$ cat config.mk
export PLATFORM = sky130hd
export DESIGN_NAME = annexb_nal_splitter
export DESIGN_NICKNAME = d
export VERILOG_FILES = /design/src/hdl/anbs_pkg.sv /design/src/hdl/anbs_front.sv /design/src/hdl/anbs_queue.sv /design/src/hdl/anbs_back.sv /design/src/hdl/annexb_nal_splitter.sv
export SDC_FILE = /design/constraint.sdc
export NUM_CORES = 1
export LEC_CHECK = 0
export ABC_AREA = 1
export ABC_CLOCK_PERIOD_IN_PS = 11300
export BUFFER_PORTS_ARGS = -buffer_cell sky130_fd_sc_hd__clkbuf_2
export CORE_ASPECT_RATIO = 1.2
export CORE_UTILIZATION = 45
export DETAILED_ROUTE_END_ITERATION = 10
export HOLD_SLACK_MARGIN = 0.1
export SLEW_MARGIN = 15
export SYNTH_ARGS = -nofsm -noshare
export SYNTH_HDL_FRONTEND = slang
export SYNTH_SLANG_ARGS = --single-unit
$ cat constraint.sdc
create_clock -name aclk -period 11.3 [get_ports aclk]
set_clock_uncertainty 0.05 [all_clocks]
set_input_delay 2.26 -clock aclk [delete_from_list [all_inputs] [get_ports aclk]]
set_output_delay 2.26 -clock aclk [all_outputs]
set_load 0.03 [all_outputs]
$ cat src/hdl/anbs_pkg.sv
package anbs_pkg;

    localparam int LOOKAHEAD = 5;
    localparam int BYTE_W = 8;
    localparam int STAMP_W = 63;
    localparam int TDATA_W = 72;
    localparam int COUNT_W = 3;

    localparam logic [2:0] CODE_LONG = 3'd4;
    localparam logic [2:0] CODE_SHORT = 3'd3;
    localparam logic [2:0] CODE_NONE = 3'd0;
    localparam logic [2:0] OFFSET_MAX = 3'd7;

    localparam logic [5:0] VCL_LOW_MAX = 6'd9;
    localparam logic [5:0] VCL_HIGH_MIN = 6'd16;
    localparam logic [5:0] VCL_HIGH_MAX = 6'd21;
    localparam logic [7:0] NAL_TYPE_MASK = 8'h7E;
    localparam logic [7:0] FIRST_SLICE_MASK = 8'h80;

    typedef logic [BYTE_W-1:0] byte_t;
    typedef logic [STAMP_W-1:0] stamp_t;

    typedef enum logic [1:0] {
        MODE_PASS     = 2'd0,
        MODE_H264     = 2'd1,
        MODE_H265     = 2'd2,
        MODE_H265_ALT = 2'd3
    } mode_t;

    // bytes of one group leave in index order, tail_end marks the final one
    typedef struct packed {
        byte_t [LOOKAHEAD-1:0] bytes;
        logic [COUNT_W-1:0]    count;
        logic                  tail_end;
        stamp_t                stamp;
    } group_t;

    function automatic logic [2:0] start_code_len(input byte_t b0, input byte_t b1,
                                                  input byte_t b2, input byte_t b3);
        logic [2:0] len;
        len = CODE_NONE;
        if (b0 == 8'h00 && b1 == 8'h00 && b2 == 8'h00 && b3 == 8'h01) begin
            len = CODE_LONG;
        end else if (b0 == 8'h00 && b1 == 8'h00 && b2 == 8'h01) begin
            len = CODE_SHORT;
        end
        return len;
    endfunction

    function automatic logic is_vcl(input logic [5:0] t);
        return (t <= VCL_LOW_MAX) || (t >= VCL_HIGH_MIN && t <= VCL_HIGH_MAX);
    endfunction

endpackage

$ cat src/hdl/anbs_front.sv
module anbs_front (
    input  logic                   aclk,
    input  logic                   aresetn,
    input  logic                   cfg_wr_en,
    input  logic [1:0]             cfg_wr_data,
    input  logic                   in_fire,
    input  anbs_pkg::byte_t        data_byte,
    input  logic                   buffer_last,
    input  anbs_pkg::stamp_t       stamp,
    output logic                   push,
    output anbs_pkg::group_t       group
);
    import anbs_pkg::*;

    mode_t       codec_mode_reg, codec_mode_next;
    mode_t       active_mode_reg, active_mode_next;
    logic        mid_buffer_reg, mid_buffer_next;
    byte_t       window_reg [LOOKAHEAD-1];
    byte_t       window_next [LOOKAHEAD-1];
    logic [2:0]  fill_reg, fill_next;
    logic        found_reg, found_next;
    logic [2:0]  code_len_reg, code_len_next;
    logic [2:0]  offset_reg, offset_next;
    logic        merge_reg, merge_next;

    mode_t       act;
    byte_t       cur [LOOKAHEAD];
    logic [2:0]  fill_inc;
    logic        sel;
    byte_t       s0, s1, s2, s3;
    logic [2:0]  len;
    logic [2:0]  pkt_dist;
    logic        merge_v;
    logic        new_start;

    always_comb begin
        codec_mode_next = cfg_wr_en ? mode_t'(cfg_wr_data) : codec_mode_reg;
        act = mid_buffer_reg ? active_mode_reg : codec_mode_reg;
        fill_inc = fill_reg + 3'd1;
        for (int k = 0; k < LOOKAHEAD - 1; k++) begin
            if (3'(k) < fill_reg) begin
                cur[k] = window_reg[k];
            end else if (3'(k) == fill_reg) begin
                cur[k] = data_byte;
            end else begin
                cur[k] = '0;
            end
        end
        cur[LOOKAHEAD-1] = (fill_reg == 3'(LOOKAHEAD - 1)) ? data_byte : '0;
        sel = (fill_inc == 3'(LOOKAHEAD));
        s0 = sel ? cur[1] : cur[0];
        s1 = sel ? cur[2] : cur[1];
        s2 = sel ? cur[3] : cur[2];
        s3 = sel ? cur[4] : cur[3];
        len = start_code_len(s0, s1, s2, s3);
        pkt_dist = (offset_reg < OFFSET_MAX) ? offset_reg + 3'd1 : OFFSET_MAX;
        merge_v = merge_reg;
        if (act != MODE_H264 && pkt_dist == code_len_reg && !merge_reg
                && is_vcl(6'((s0 & NAL_TYPE_MASK) >> 1))
                && (s2 & FIRST_SLICE_MASK) != 8'h00) begin
            merge_v = 1'b1;
        end
        new_start = found_reg && !merge_v && pkt_dist >= code_len_reg && len != CODE_NONE;

        active_mode_next = active_mode_reg;
        mid_buffer_next = mid_buffer_reg;
        for (int k = 0; k < LOOKAHEAD - 1; k++) begin
            window_next[k] = window_reg[k];
        end
        fill_next = fill_reg;
        found_next = found_reg;
        code_len_next = code_len_reg;
        offset_next = offset_reg;
        merge_next = merge_reg;
        group = '0;
        group.stamp = stamp;

        if (in_fire) begin
            active_mode_next = act;
            mid_buffer_next = !buffer_last;
            if (act == MODE_PASS) begin
                group.bytes[0] = data_byte;
                group.count = 3'd1;
                group.tail_end = buffer_last;
            end else if (!buffer_last) begin
                if (fill_inc >= 3'(LOOKAHEAD - 1)) begin
                    if (!found_reg) begin
                        if (len != CODE_NONE) begin
                            found_next = 1'b1;
                            code_len_next = len;
                            offset_next = '0;
                        end
                    end else begin
                        offset_next = pkt_dist;
                        merge_next = merge_v;
                        if (new_start) begin
                            code_len_next = len;
                            offset_next = '0;
                        end
                    end
                end
                if (sel) begin
                    if (found_reg) begin
                        group.bytes[0] = cur[0];
                        group.count = 3'd1;
                        group.tail_end = new_start;
                    end
                    for (int k = 0; k < LOOKAHEAD - 1; k++) begin
                        window_next[k] = cur[k+1];
                    end
                    fill_next = 3'(LOOKAHEAD - 1);
                end else begin
                    for (int k = 0; k < LOOKAHEAD - 1; k++) begin
                        window_next[k] = cur[k];
                    end
                    fill_next = fill_inc;
                end
            end else begin
                if (!found_reg && sel) begin
                    for (int k = 0; k < LOOKAHEAD - 1; k++) begin
                        group.bytes[k] = cur[k+1];
                    end
                    group.count = 3'(LOOKAHEAD - 1);
                end else begin
                    for (int k = 0; k < LOOKAHEAD; k++) begin
                        group.bytes[k] = cur[k];
                    end
                    group.count = fill_inc;
                end
                group.tail_end = 1'b1;
                fill_next = '0;
                found_next = 1'b0;
                code_len_next = '0;
                offset_next = '0;
                merge_next = 1'b0;
            end
        end
        push = in_fire && group.count != '0;
    end

    always_ff @(posedge aclk) begin
        if (!aresetn) begin
            codec_mode_reg <= MODE_PASS;
            active_mode_reg <= MODE_PASS;
            mid_buffer_reg <= 1'b0;
            fill_reg <= '0;
            found_reg <= 1'b0;
            code_len_reg <= '0;
            offset_reg <= '0;
            merge_reg <= 1'b0;
        end else begin
            codec_mode_reg <= codec_mode_next;
            active_mode_reg <= active_mode_next;
            mid_buffer_reg <= mid_buffer_next;
            fill_reg <= fill_next;
            found_reg <= found_next;
            code_len_reg <= code_len_next;
            offset_reg <= offset_next;
            merge_reg <= merge_next;
        end
    end

    always_ff @(posedge aclk) begin
        for (int k = 0; k < LOOKAHEAD - 1; k++) begin
            window_reg[k] <= window_next[k];
        end
    end

endmodule

$ cat src/hdl/anbs_queue.sv
module anbs_queue #(
    parameter int DEPTH = 4
) (
    input  logic              aclk,
    input  logic              aresetn,
    input  logic              push,
    input  anbs_pkg::group_t  wr_group,
    input  logic              pop,
    output logic              full,
    output logic              not_empty,
    output anbs_pkg::group_t  rd_group
);
    import anbs_pkg::*;

    localparam int AW = (DEPTH > 1) ? $clog2(DEPTH) : 1;
    localparam int CW = $clog2(DEPTH + 1);

    group_t          mem [DEPTH];
    logic [AW-1:0]   wr_ptr_reg, wr_ptr_next;
    logic [AW-1:0]   rd_ptr_reg, rd_ptr_next;
    logic [CW-1:0]   count_reg, count_next;

    always_comb begin
        full = (count_reg == CW'(DEPTH));
        not_empty = (count_reg != '0);
        rd_group = mem[rd_ptr_reg];
        wr_ptr_next = wr_ptr_reg;
        rd_ptr_next = rd_ptr_reg;
        count_next = count_reg;
        if (push) begin
            wr_ptr_next = (wr_ptr_reg == AW'(DEPTH - 1)) ? '0 : wr_ptr_reg + AW'(1);
        end
        if (pop) begin
            rd_ptr_next = (rd_ptr_reg == AW'(DEPTH - 1)) ? '0 : rd_ptr_reg + AW'(1);
        end
        if (push && !pop) begin
            count_next = count_reg + CW'(1);
        end else if (pop && !push) begin
            count_next = count_reg - CW'(1);
        end
    end

    always_ff @(posedge aclk) begin
        if (!aresetn) begin
            wr_ptr_reg <= '0;
            rd_ptr_reg <= '0;
            count_reg <= '0;
        end else begin
            wr_ptr_reg <= wr_ptr_next;
            rd_ptr_reg <= rd_ptr_next;
            count_reg <= count_next;
        end
    end

    always_ff @(posedge aclk) begin
        if (push) begin
            mem[wr_ptr_reg] <= wr_group;
        end
    end

endmodule

$ cat src/hdl/anbs_back.sv
module anbs_back (
    input  logic                                aclk,
    input  logic                                aresetn,
    input  logic                                q_valid,
    input  anbs_pkg::group_t                    q_group,
    output logic                                q_pop,
    output logic                                m_tvalid,
    input  logic                                m_tready,
    output logic [anbs_pkg::TDATA_W-1:0]        m_tdata,  // out_byte, out_stamp, zero pad
    output logic                                m_tlast   // packet_end
);
    import anbs_pkg::*;

    logic                busy_reg, busy_next;
    logic [COUNT_W-1:0]  idx_reg, idx_next;
    group_t              group_reg;
    logic                out_fire;
    logic                last_beat;

    always_comb begin
        out_fire = busy_reg && m_tready;
        last_beat = (idx_reg == group_reg.count - COUNT_W'(1));
        q_pop = q_valid && (!busy_reg || (out_fire && last_beat));
        busy_next = busy_reg;
        idx_next = idx_reg;
        if (q_pop) begin
            busy_next = 1'b1;
            idx_next = '0;
        end else if (out_fire) begin
            if (last_beat) begin
                busy_next = 1'b0;
            end else begin
                idx_next = idx_reg + COUNT_W'(1);
            end
        end
        m_tvalid = busy_reg;
        m_tdata = {1'b0, group_reg.stamp, group_reg.bytes[idx_reg]};
        m_tlast = group_reg.tail_end && last_beat;
    end

    always_ff @(posedge aclk) begin
        if (!aresetn) begin
            busy_reg <= 1'b0;
            idx_reg <= '0;
        end else begin
            busy_reg <= busy_next;
            idx_reg <= idx_next;
        end
    end

    always_ff @(posedge aclk) begin
        if (q_pop) begin
            group_reg <= q_group;
        end
    end

endmodule

$ cat src/hdl/annexb_nal_splitter.sv
// output path: a byte's group is queued once its packet position is resolved (in split
// modes, when the fourth byte after it arrives or at buffer end), then popped into a register
// throughput: one byte per cycle in, and out while m_tready is high; a buffer's last byte
// releases up to five bytes, drained one per cycle; s_tready drops only when the queue fills
// reset: synchronous active-low aresetn clears all control state, mode returns to pass-through
module annexb_nal_splitter #(
    parameter int QUEUE_DEPTH = 4
) (
    input  logic                          aclk,
    input  logic                          aresetn,
    input  logic                          cfg_wr_en,
    input  logic [1:0]                    cfg_wr_data,  // codec_mode
    input  logic                          s_tvalid,
    output logic                          s_tready,
    input  logic [anbs_pkg::TDATA_W-1:0]  s_tdata,      // data_byte, stamp, zero pad
    input  logic                          s_tlast,      // buffer_last
    output logic                          m_tvalid,
    input  logic                          m_tready,
    output logic [anbs_pkg::TDATA_W-1:0]  m_tdata,      // out_byte, out_stamp, zero pad
    output logic                          m_tlast       // packet_end
);
    import anbs_pkg::*;

    logic    in_fire;
    logic    push;
    logic    full;
    logic    q_valid;
    logic    q_pop;
    group_t  wr_group;
    group_t  rd_group;

    assign s_tready = !full;
    assign in_fire = s_tvalid && !full;

    anbs_front u_front (
        .aclk        (aclk),
        .aresetn     (aresetn),
        .cfg_wr_en   (cfg_wr_en),
        .cfg_wr_data (cfg_wr_data),
        .in_fire     (in_fire),
        .data_byte   (s_tdata[BYTE_W-1:0]),
        .buffer_last (s_tlast),
        .stamp       (s_tdata[BYTE_W+STAMP_W-1:BYTE_W]),
        .push        (push),
        .group       (wr_group)
    );

    anbs_queue #(
        .DEPTH (QUEUE_DEPTH)
    ) u_queue (
        .aclk      (aclk),
        .aresetn   (aresetn),
        .push      (push),
        .wr_group  (wr_group),
        .pop       (q_pop),
        .full      (full),
        .not_empty (q_valid),
        .rd_group  (rd_group)
    );

    anbs_back u_back (
        .aclk     (aclk),
        .aresetn  (aresetn),
        .q_valid  (q_valid),
        .q_group  (rd_group),
        .q_pop    (q_pop),
        .m_tvalid (m_tvalid),
        .m_tready (m_tready),
        .m_tdata  (m_tdata),
        .m_tlast  (m_tlast)
    );

endmodule
== Word-level counts from Yosys, hierarchy flattened ==
Memories as Yosys holds them, arrays and structs flattened. A register that Yosys moved wholly into a read port is not among the register bits.
Index checks and enable logic that the tools add are counted.
Cells by class
  $add $sub $neg: 8
  $lt $le $gt $ge: 11
  equal/unequal tests: 14
  multiplexer cells: 61
  bitwise logic cells: 3
  reduce and logical (&&, ||, !) cells: 53
Operators by type and width (number)
  $mux W32: 6
  $mux W8: 15
  $mux W12: 4
  $mux W3: 16
  $mux W44: 1
  $mux W35: 1
  $bmux W8 S3: 1
  $logic_not A8 Y1: 3
  $logic_and A1 B1 Y1: 21
  $eq A8 B1 Y1 const B: 2
  $mux W1: 13
  $add A3 B1 Y3 const B: 4
  $reduce_bool A3 Y1: 4
  $reduce_bool A2 Y1: 5
  $eq A3 B3 Y1 const B: 3
  $logic_not A1 Y1: 8
  $mux W2: 4
  $reduce_and A4 Y1: 2
  $eq A2 B3 Y1 const A: 2
  $eq A3 B3 Y1: 2
  $ge A6 B5 Y1 const B: 1
  $le A6 B4 Y1 const B: 1
  $le A6 B5 Y1 const B: 1
  $lt A1 B3 Y1 const A: 2
  other kinds (19): 28
Storage, ports and cells
  bits in registers: 27
  RAM bits: 460
  input bits: 80
  output and inout port bits: 75
  logic and storage cells: 165
  memories kept: 2
Memory list
  u_queue.mem: words 4, width 107, read ports 1, clocked after memory_dff 1, wr ports 1, line anbs_queue.sv:18  | group_t mem [DEPTH];
  u_front.window_reg: words 4, width 8, read ports 4, clocked after memory_dff 0, wr ports 4, line anbs_front.sv:18  | byte_t window_reg [LOOKAHEAD-1];

== Depth between registers and ports, before layout ==
Gate-level depths: netlist of the first run.
  word-level depth: 25
  mapped depth: 21

== Hierarchy ==
Synthesis of the first run repeated with hierarchy kept, for this count alone.
Second synthesis, totals
  cells, all modules: 2067
  area total of the unflattened synthesis: 25065.3 um^2
By module, submodules not included
  anbs_queue: instances 1, cells an instance 1095, area an instance 16311.9 um^2, seq. area each 13032.5 um^2
  anbs_front: instances 1, cells an instance 680, area an instance 4389.2 um^2, seq. area each 1261.2 um^2
  anbs_back: instances 1, cells an instance 289, area an instance 4350.4 um^2, seq. area each 3293.2 um^2
  annexb_nal_splitter: instances 1, cells an instance 3, area an instance 13.8 um^2, seq. area each 0.0 um^2

== Least setup slack after synthesis of the first run ==
OpenSTA, ideal clock, no wires.
  path kind: input to register
  start: input port m_tready
  end: register u_queue.count_reg[1]
  data arrival time: 8.852 ns
  data required time: 11.134 ns
  path slack: 2.283 ns
  stages on the path: 10
  path buffers: 0
  cells stage by stage: inv_1 > o21ai_0 > inv_1 > nor2_1 > inv_1 > ha_1 > inv_1 > fa_1 > o21ai_0 > nor2_1
On the way
  cells in the longest elaborated chain, start to end: 7
RTL lines
  from (decl): line annexb_nal_splitter.sv:18  | input logic m_tready,
  $logic_and A1 B1 Y1: line anbs_back.sv:21  | out_fire = busy_reg && m_tready;
  $logic_and A1 B1 Y1: line anbs_back.sv:23  | q_pop = q_valid && (!busy_reg || (out_fire && last_beat));
  $logic_or A1 B1 Y1: line anbs_back.sv:23
  $logic_and A1 B1 Y1: line anbs_back.sv:23
  net q_pop: line annexb_nal_splitter.sv:28  | logic q_pop;
  $logic_not A1 Y1: line anbs_queue.sv:36  | if (push && !pop) begin
  $logic_and A1 B1 Y1: line anbs_queue.sv:36
  $mux W3: line anbs_queue.sv:36
  net u_queue.count_next[1]: line anbs_queue.sv:21  | logic [CW-1:0] count_reg, count_next;
  to (signal assigned): line anbs_queue.sv:51  | count_reg <= count_next;
  to (decl): line anbs_queue.sv:21
The timed path passes the listed nets, and every way through them passes these cells.
A chain may end at the register's enable or synchronous reset.

== Worst setup path in the final report of the first run ==
  start: register u_back.idx_reg[0]
  end: output port m_tdata[0] in the netlist's numbering
On the way
  cells in the longest elaborated chain, start to end: 2
RTL lines
  from (decl): line anbs_back.sv:15  | logic [COUNT_W-1:0] idx_reg, idx_next;
  from (signal assigned): line anbs_back.sv:47  | idx_reg <= idx_next;
  $bmux W8 S3: line anbs_back.sv:37  | m_tdata = {1'b0, group_reg.stamp, group_reg.bytes[idx_reg]};
  $mux W8 (not written as such): line anbs_back.sv:37
  to (decl): line annexb_nal_splitter.sv:19  | output logic [anbs_pkg::TDATA_W-1:0] m_tdata,
No other way between the ends. The select of a mux whose other input is x is not followed.

==> run_results.csv, run 1 <==
group,metric,value,unit
synthesis,synth_top_area_share,70.0,%
flow_run,cap_violations,0,
floorplanning,start_util,45.9,%
synthesis,yosys_warnings,0,
clocking,cts_buffer_depth,3,
clocking,cts_resized,0,
drt,drc_errors,0,
clocking,hold_buffers,0,
sta,fin_setup_tns,0,ns
drt,vias,15200,
synthesis,synthCells,1999,
drt,final_antenna_net_count,0,
power_and_ir_drop,ir_drop,0.165,mV
sta,finalHoldViolations,0,
global_routing,grt_start_max_net_pins,216,
synthesis,synth_edf_count,567,
synthesis,synth_area,0.0243,mm^2
global_routing,grt_pass1_wl,83.4,mm
finish,multi_input_comb_area,0.00549,mm^2
place,io_buffers,152,
floorplanning,rows,92,
sta,tightestPinTransition,1.07,ns
clocking,cts_tree,"done",
sta,fmax,171,MHz
drt,drtIter0Drc,1339,
sta,setup_viol,0,
synthesis,synthTopCellsByCount,"edfxtp_1 (567), nor2_1 (296), nand2_1 (257)",
global_routing,grt_pass1_vias,14500,
drt,routed_wl,54.3,mm
critical_path,critPathLaunchType,"flip-flop",
clocking,htree_levels,2,
critical_path,cp.arrival,3.52,ns
finish,seq_area,0.0176,mm^2
finish,fillerInstances,4610,
power_and_ir_drop,leakage,9.79,nW
critical_path,worst_ep_required_time,8.99,ns
finish,largest_reg_flops,428,
sta,rsz0062_at_grt,"no",
drt,vias_per_cell,5.41,
place,hpwl,30.8,mm
drt,wl_per_cell,19.3,um
sta,relSlewSlack,28.6,%
synthesis,yosysSeqAreaShare,72.1,%
sta,slew_violations,0,
clocking,cts-root-buf,"clkbuf_16",
sta,hold_slack,0.422,ns
synthesis,yosys_register_bits,593,
clocking,cts_sinks,593,
power_and_ir_drop,pwr_density_cell,256,mW/mm^2
critical_path,crit_path_end_kind,"primary output",
finish,final_nets,2154,
sta,period_needed,5.83,ns
clocking,clk_pin_slew_worst_paths,0.06,ns
synthesis,synth.area.top_cells,"edfxtp_1 (70%), o21ai_0 (5.2%), nor2_1 (4.6%)",
floorplanning,boundaryPins,155,
floorplanning,die_w,214,um
synthesis,synth_cell_types,43,
synthesis,syn_area_per_cell,12.2,um^2
drt,first_pass_iters,7,
floorplanning,dieArea,0.0550,mm^2
sta,fin_crit_sh,51.6,%
synthesis,async_flop_share,0,%
clocking,cts-buffers-inserted,57,
hold_path,min_path_type,"flip-flop to flip-flop",
critical_path,crit_fanout,19,
synthesis,synthFlopType,"edfxtp_1",
critical_path,crit_type,"flip-flop to primary output",
synthesis,yosysTopAreaCell,"edfxtp_1",
global_routing,grt_overflow,0,
synthesis,synth_nets,2096,
floorplanning,core-area,0.0530,mm^2
finish,area_growth,11.0,%
global_routing,grtUsageTotal,19.5,%
synthesis,synth.most_common_cell,"edfxtp_1",
clocking,cts_setup_buffers,0,
status,status,"completed",
floorplanning,fp.dieH,257,um
place,gp_congestion,0.888,
global_routing,antenna_found_initial,1,
clocking,worstSkewPairLatency,0.60,ns
finish,drive_gt1_share,13.4,%
critical path, stage by stage (launching register included):
cell	delay, ns
dfxtp_1	0.94
clkinv_1	0.96
nand2_1	0.55
o21ai_0	0.22
clkbuf_2	0.23
worst paths after layout:
kind | start | end | slack (ns) | cells after the start
worst max-delay path | u_back.idx_reg[0] | m_tdata[0] | 5.47 | 4
worst min-delay path | u_front.active_mode_reg[0] | u_front.active_mode_reg[0] | 0.42 | 2
worst max register to register | u_front.fill_reg[0] | u_queue.mem[2][36] | 6.37 | 11
worst min register to register | u_front.active_mode_reg[0] | u_front.active_mode_reg[0] | 0.42 | 2
layout by cell type, fill, tap and decap left out, types with 3 or more instances in the layout:
cell type | synthesis | routed
clkinv_2 | 0 | 8
nand4_1 | 4 | 4
clkbuf_1 | 85 | 17
bufinv_16 | 0 | 4
clkbuf_16 | 0 | 59
nor3_1 | 6 | 6
nor2_2 | 6 | 8
clkinvlp_4 | 0 | 3
nand2_2 | 3 | 3
nand2_4 | 3 | 3
buf_4 | 67 | 14
a31oi_1 | 3 | 3
clkinv_1 | 4 | 14
xor2_1 | 3 | 3
a211oi_1 | 13 | 13
or2_2 | 5 | 5
inv_4 | 1 | 5
nand3_1 | 55 | 55
a21oi_1 | 64 | 64
nor2_1 | 296 | 293
inv_6 | 0 | 4
o21ai_2 | 3 | 3
clkbuf_2 | 0 | 152
o21ai_0 | 253 | 253
nand2_1 | 257 | 257
a221o_1 | 8 | 8
inv_1 | 91 | 86
o22ai_1 | 107 | 107
inv_2 | 3 | 4
ha_1 | 16 | 16
dfxtp_1 | 26 | 24
a221oi_1 | 3 | 3
edfxtp_1 | 567 | 567
o21ai_1 | 19 | 19
metal layers:
layer  GRT usage, %  routed length, um  vias to the layer above
met4           6.13               1370                        0
met5              0                  0                        -
met1           25.9              23600                     7501
li1               -                  -                     7228
met2           33.1              26700                      390
met3           2.69               2650                       92
through the flow:
| stage | total power (W) | setup slack, ns | cells | utilization, % | cell area [um^2] |
|---|---|---|---|---|---|
| after CTS | 0.00698 | 5.39 | 2810 | 51.0 | 27000 |
| after global routing | 0.00727 | 5.14 | 2811 | 51.0 | 27000 |
| after global placement | 0.00509 | 4.88 | 2703 | 47.6 | 25200 |
| after detailed placement | 0.00514 | 4.80 | 2703 | 47.6 | 25200 |
| final | 0.00691 | 5.47 | 2811 | 51.0 | 27000 |
| after floorplan | 0.00468 | 2.28 | 1999 | - | 24300 |
cell type report:
type,count,share of cell area [%]
clock buffer,76,5.70
timing repair buffer,166,3.21
multi-input combinational,1140,20.3
tap,705,3.27
clock inverter,31,0.992
inverter,99,1.47
antenna,1,0.00927
sequential,593,65.0
report_power, final:
part | switching, W | leakage [nW] | internal (W)
registers | 0.000172 | 5.53 | 0.00300
clock network | 0.000793 | 0.875 | 0.00105
logic | 0.00141 | 3.39 | 0.000492
total | 0.00237 | 9.79 | 0.00454
logic make-up after synthesis:
| kind of cell | synth area share, % |
|---|---|
| other | 0.0154 |
| adders and majority gates | 0.905 |
| buffers and inverters | 5.34 |
| and+or+nand+nor | 10.6 |
| DFF | 72.1 |
| xor gates and xnor gates | 0.144 |
| AOI/OAI and AO/OA | 10.9 |
Power figures use the tool's default switching activity.
==> inputs of run 2 (changes only) <==
- ABC_CLOCK_PERIOD_IN_PS: 11300 -> 6000
- clock period: 11.3 -> 6 ns (I/O delays scaled with it)
==> run_results.csv, run 2 (synthesis results as in run 1) <==
group,metric,value,unit
drt,first_pass_iters,5,
drt,vias_per_cell,5.43,
floorplanning,die_w,214,um
critical_path,crit_fanout,37,
critical_path,worst_ep_required_time,6.21,ns
sta,tightestPinTransition,1.03,ns
sta,relSlewSlack,31.6,%
critical_path,crit_buf_inv,5,
sta,fmax,244,MHz
clocking,cts_tree,"done",
finish,final_common_cell,"edfxtp_1",
critical_path,crit_chain,"clkbuf_2, nand2_1, inv_1, nand2_1, nor2_1, inv_2, nor2_1, nand3b_1, nand2_1, inv_4, buf_4",
clocking,hold_buffers,0,
drt,drc_errors,0,
floorplanning,rows,92,
clocking,cts_sinks,593,
sta,slew_violations,0,
critical_path,cp_common_cell,"nand2_1",
critical_path,crit_path_end_kind,"flip-flop",
sta,period_needed,4.10,ns
global_routing,grt_pass1_wl,86.5,mm
global_routing,grt_pass1_vias,15000,
drt,routed_wl,56.0,mm
floorplanning,fp.dieH,257,um
critical_path,critPathTopFamily,"simple AND/OR/NAND/NOR gates",
clocking,cts-root-buf,"clkbuf_16",
global_routing,grt_start_max_net_pins,143,
power_and_ir_drop,leakage,9.93,nW
floorplanning,dieArea,0.0550,mm^2
finish,mostFrequentLayoutCells,"edfxtp_1 (567), nor2_1 (293), nand2_1 (257), o21ai_0 (253), clkbuf_2 (152)",
finish,multi_input_comb_area,0.00549,mm^2
power_and_ir_drop,seq_power_share,44.5,%
power_and_ir_drop,swShare,34.0,%
place,dpl.cell_count,2711,
finish,drive_gt1_share,14.1,%
status,status,"completed",
finish,fillerInstances,4608,
hold_path,min_path_type,"flip-flop to flip-flop",
critical_path,cpMaxStageDelayCell,"inv_4",
place,io_buffers,152,
global_routing,antenna_found_initial,1,
critical_path,crit_type,"input pin to flip-flop",
sta,fin_crit_sh,68.3,%
critical_path,cp.arrival,4.31,ns
clocking,clk_pin_slew_worst_paths,0.06,ns
clocking,cts_setup_buffers,0,
power_and_ir_drop,power_frac_comb,27.4,%
power_and_ir_drop,p_sw,0.00454,W
clocking,worstSkewPairLatency,0.61,ns
sta,rsz0062_at_grt,"no",
global_routing,grtUsageTotal,20.2,%
clocking,htree_levels,2,
floorplanning,start_util,45.9,%
global_routing,grt_overflow,0,
sta,finalHoldViolations,0,
sta,setup_viol,0,
place,hpwl,32.8,mm
finish,area_growth,12.2,%
power_and_ir_drop,pwr_density_cell,489,mW/mm^2
finish,largest_reg_flops,428,
power_and_ir_drop,clock_power_share,28.1,%
finish,final_nets,2163,
critical_path,critPathLaunchType,"input pin",
drt,vias,15300,
flow_run,cap_violations,0,
power_and_ir_drop,ir_drop,0.419,mV
drt,drtIter0Drc,1231,
clocking,cts_buffer_depth,3,
floorplanning,core-area,0.0530,mm^2
finish,fin_cells,2821,
floorplanning,boundaryPins,155,
power_and_ir_drop,p_int,0.00880,W
sta,fin_setup_tns,0,ns
clocking,cts-buffers-inserted,58,
clocking,cts_resized,0,
place,gp_congestion,0.905,
critical_path,cpPeakStageDelay,0.46,ns
finish,seq_area,0.0176,mm^2
drt,final_antenna_net_count,0,
drt,wl_per_cell,19.8,um
-- run 2: cell types whose count changed in the layout (fill, tap and decap cells not counted), moves of 3 or more --
cell / change
buf_12: +6
inv_6: -3
clkbuf_1: -12
bufinv_16: +6
clkinv_1: +5
-- run 2: metrics by stage --
stage	power (W)	util, %	setup WS, ns	instance area, um^2	hold WS, ns
2_1_floorplan	0.00879	-	0.0790	24300	0.394
3_3_place_gp	0.00966	47.8	1.34	25300	0.409
3_5_place_dp	0.00975	47.8	1.26	25300	0.417
4_1_cts	0.0135	51.5	1.89	27300	0.427
5_1_grt	0.0140	51.6	1.60	27300	0.451
6_report	0.0133	51.6	1.90	27300	0.424
-- run 2: path summary, 6_finish.rpt --
kind	from	endpoint	slack, ns	depth (start not counted)
max	s_tvalid	u_queue.mem[1][91]	1.90	11
min	u_front.active_mode_reg[1]	u_front.active_mode_reg[1]	0.42	2
max reg2reg	u_front.fill_reg[0]	u_queue.mem[1][91]	2.02	10
min reg2reg	u_front.active_mode_reg[1]	u_front.active_mode_reg[1]	0.42	2
-- run 2: area by class of cell --
| cell class | instances | share of cell area (%) |
|---|---|---|
| Antenna cell | 2 | 0.0183 |
| Clock buffer | 63 | 5.39 |
| Clock inverter | 45 | 1.85 |
| Inverter | 99 | 1.43 |
| Multi-Input combinational cell | 1140 | 20.1 |
| Sequential cell | 593 | 64.3 |
| Tap cell | 705 | 3.23 |
| Timing Repair Buffer | 174 | 3.67 |
-- run 2: power groups by stage --
| stage | clock [W] | combinational [W] | sequential [W] |
|---|---|---|---|
| after global placement | 0 | 0.00364 | 0.00602 |
| final | 0.00375 | 0.00366 | 0.00594 |
| after detailed placement | 0 | 0.00372 | 0.00603 |
| after global routing | 0.00397 | 0.00403 | 0.00601 |
| after CTS | 0.00383 | 0.00372 | 0.00595 |
| after floorplan | 0 | 0.00287 | 0.00592 |
-- run 2: layer usage --
metal | track usage (%) | up-vias | wire, um
met5 | 0 | - | 0
met4 | 6.45 | 0 | 1340
met3 | 2.73 | 84 | 2590
met2 | 34.3 | 394 | 27500
met1 | 26.9 | 7608 | 24600
li1 | - | 7244 | -
-- run 2: worst min-delay path, stage by stage (launching register included) --
cell	delay [ns]
dfxtp_1	0.31
nand2_1	0.06
a21oi_1	0.06
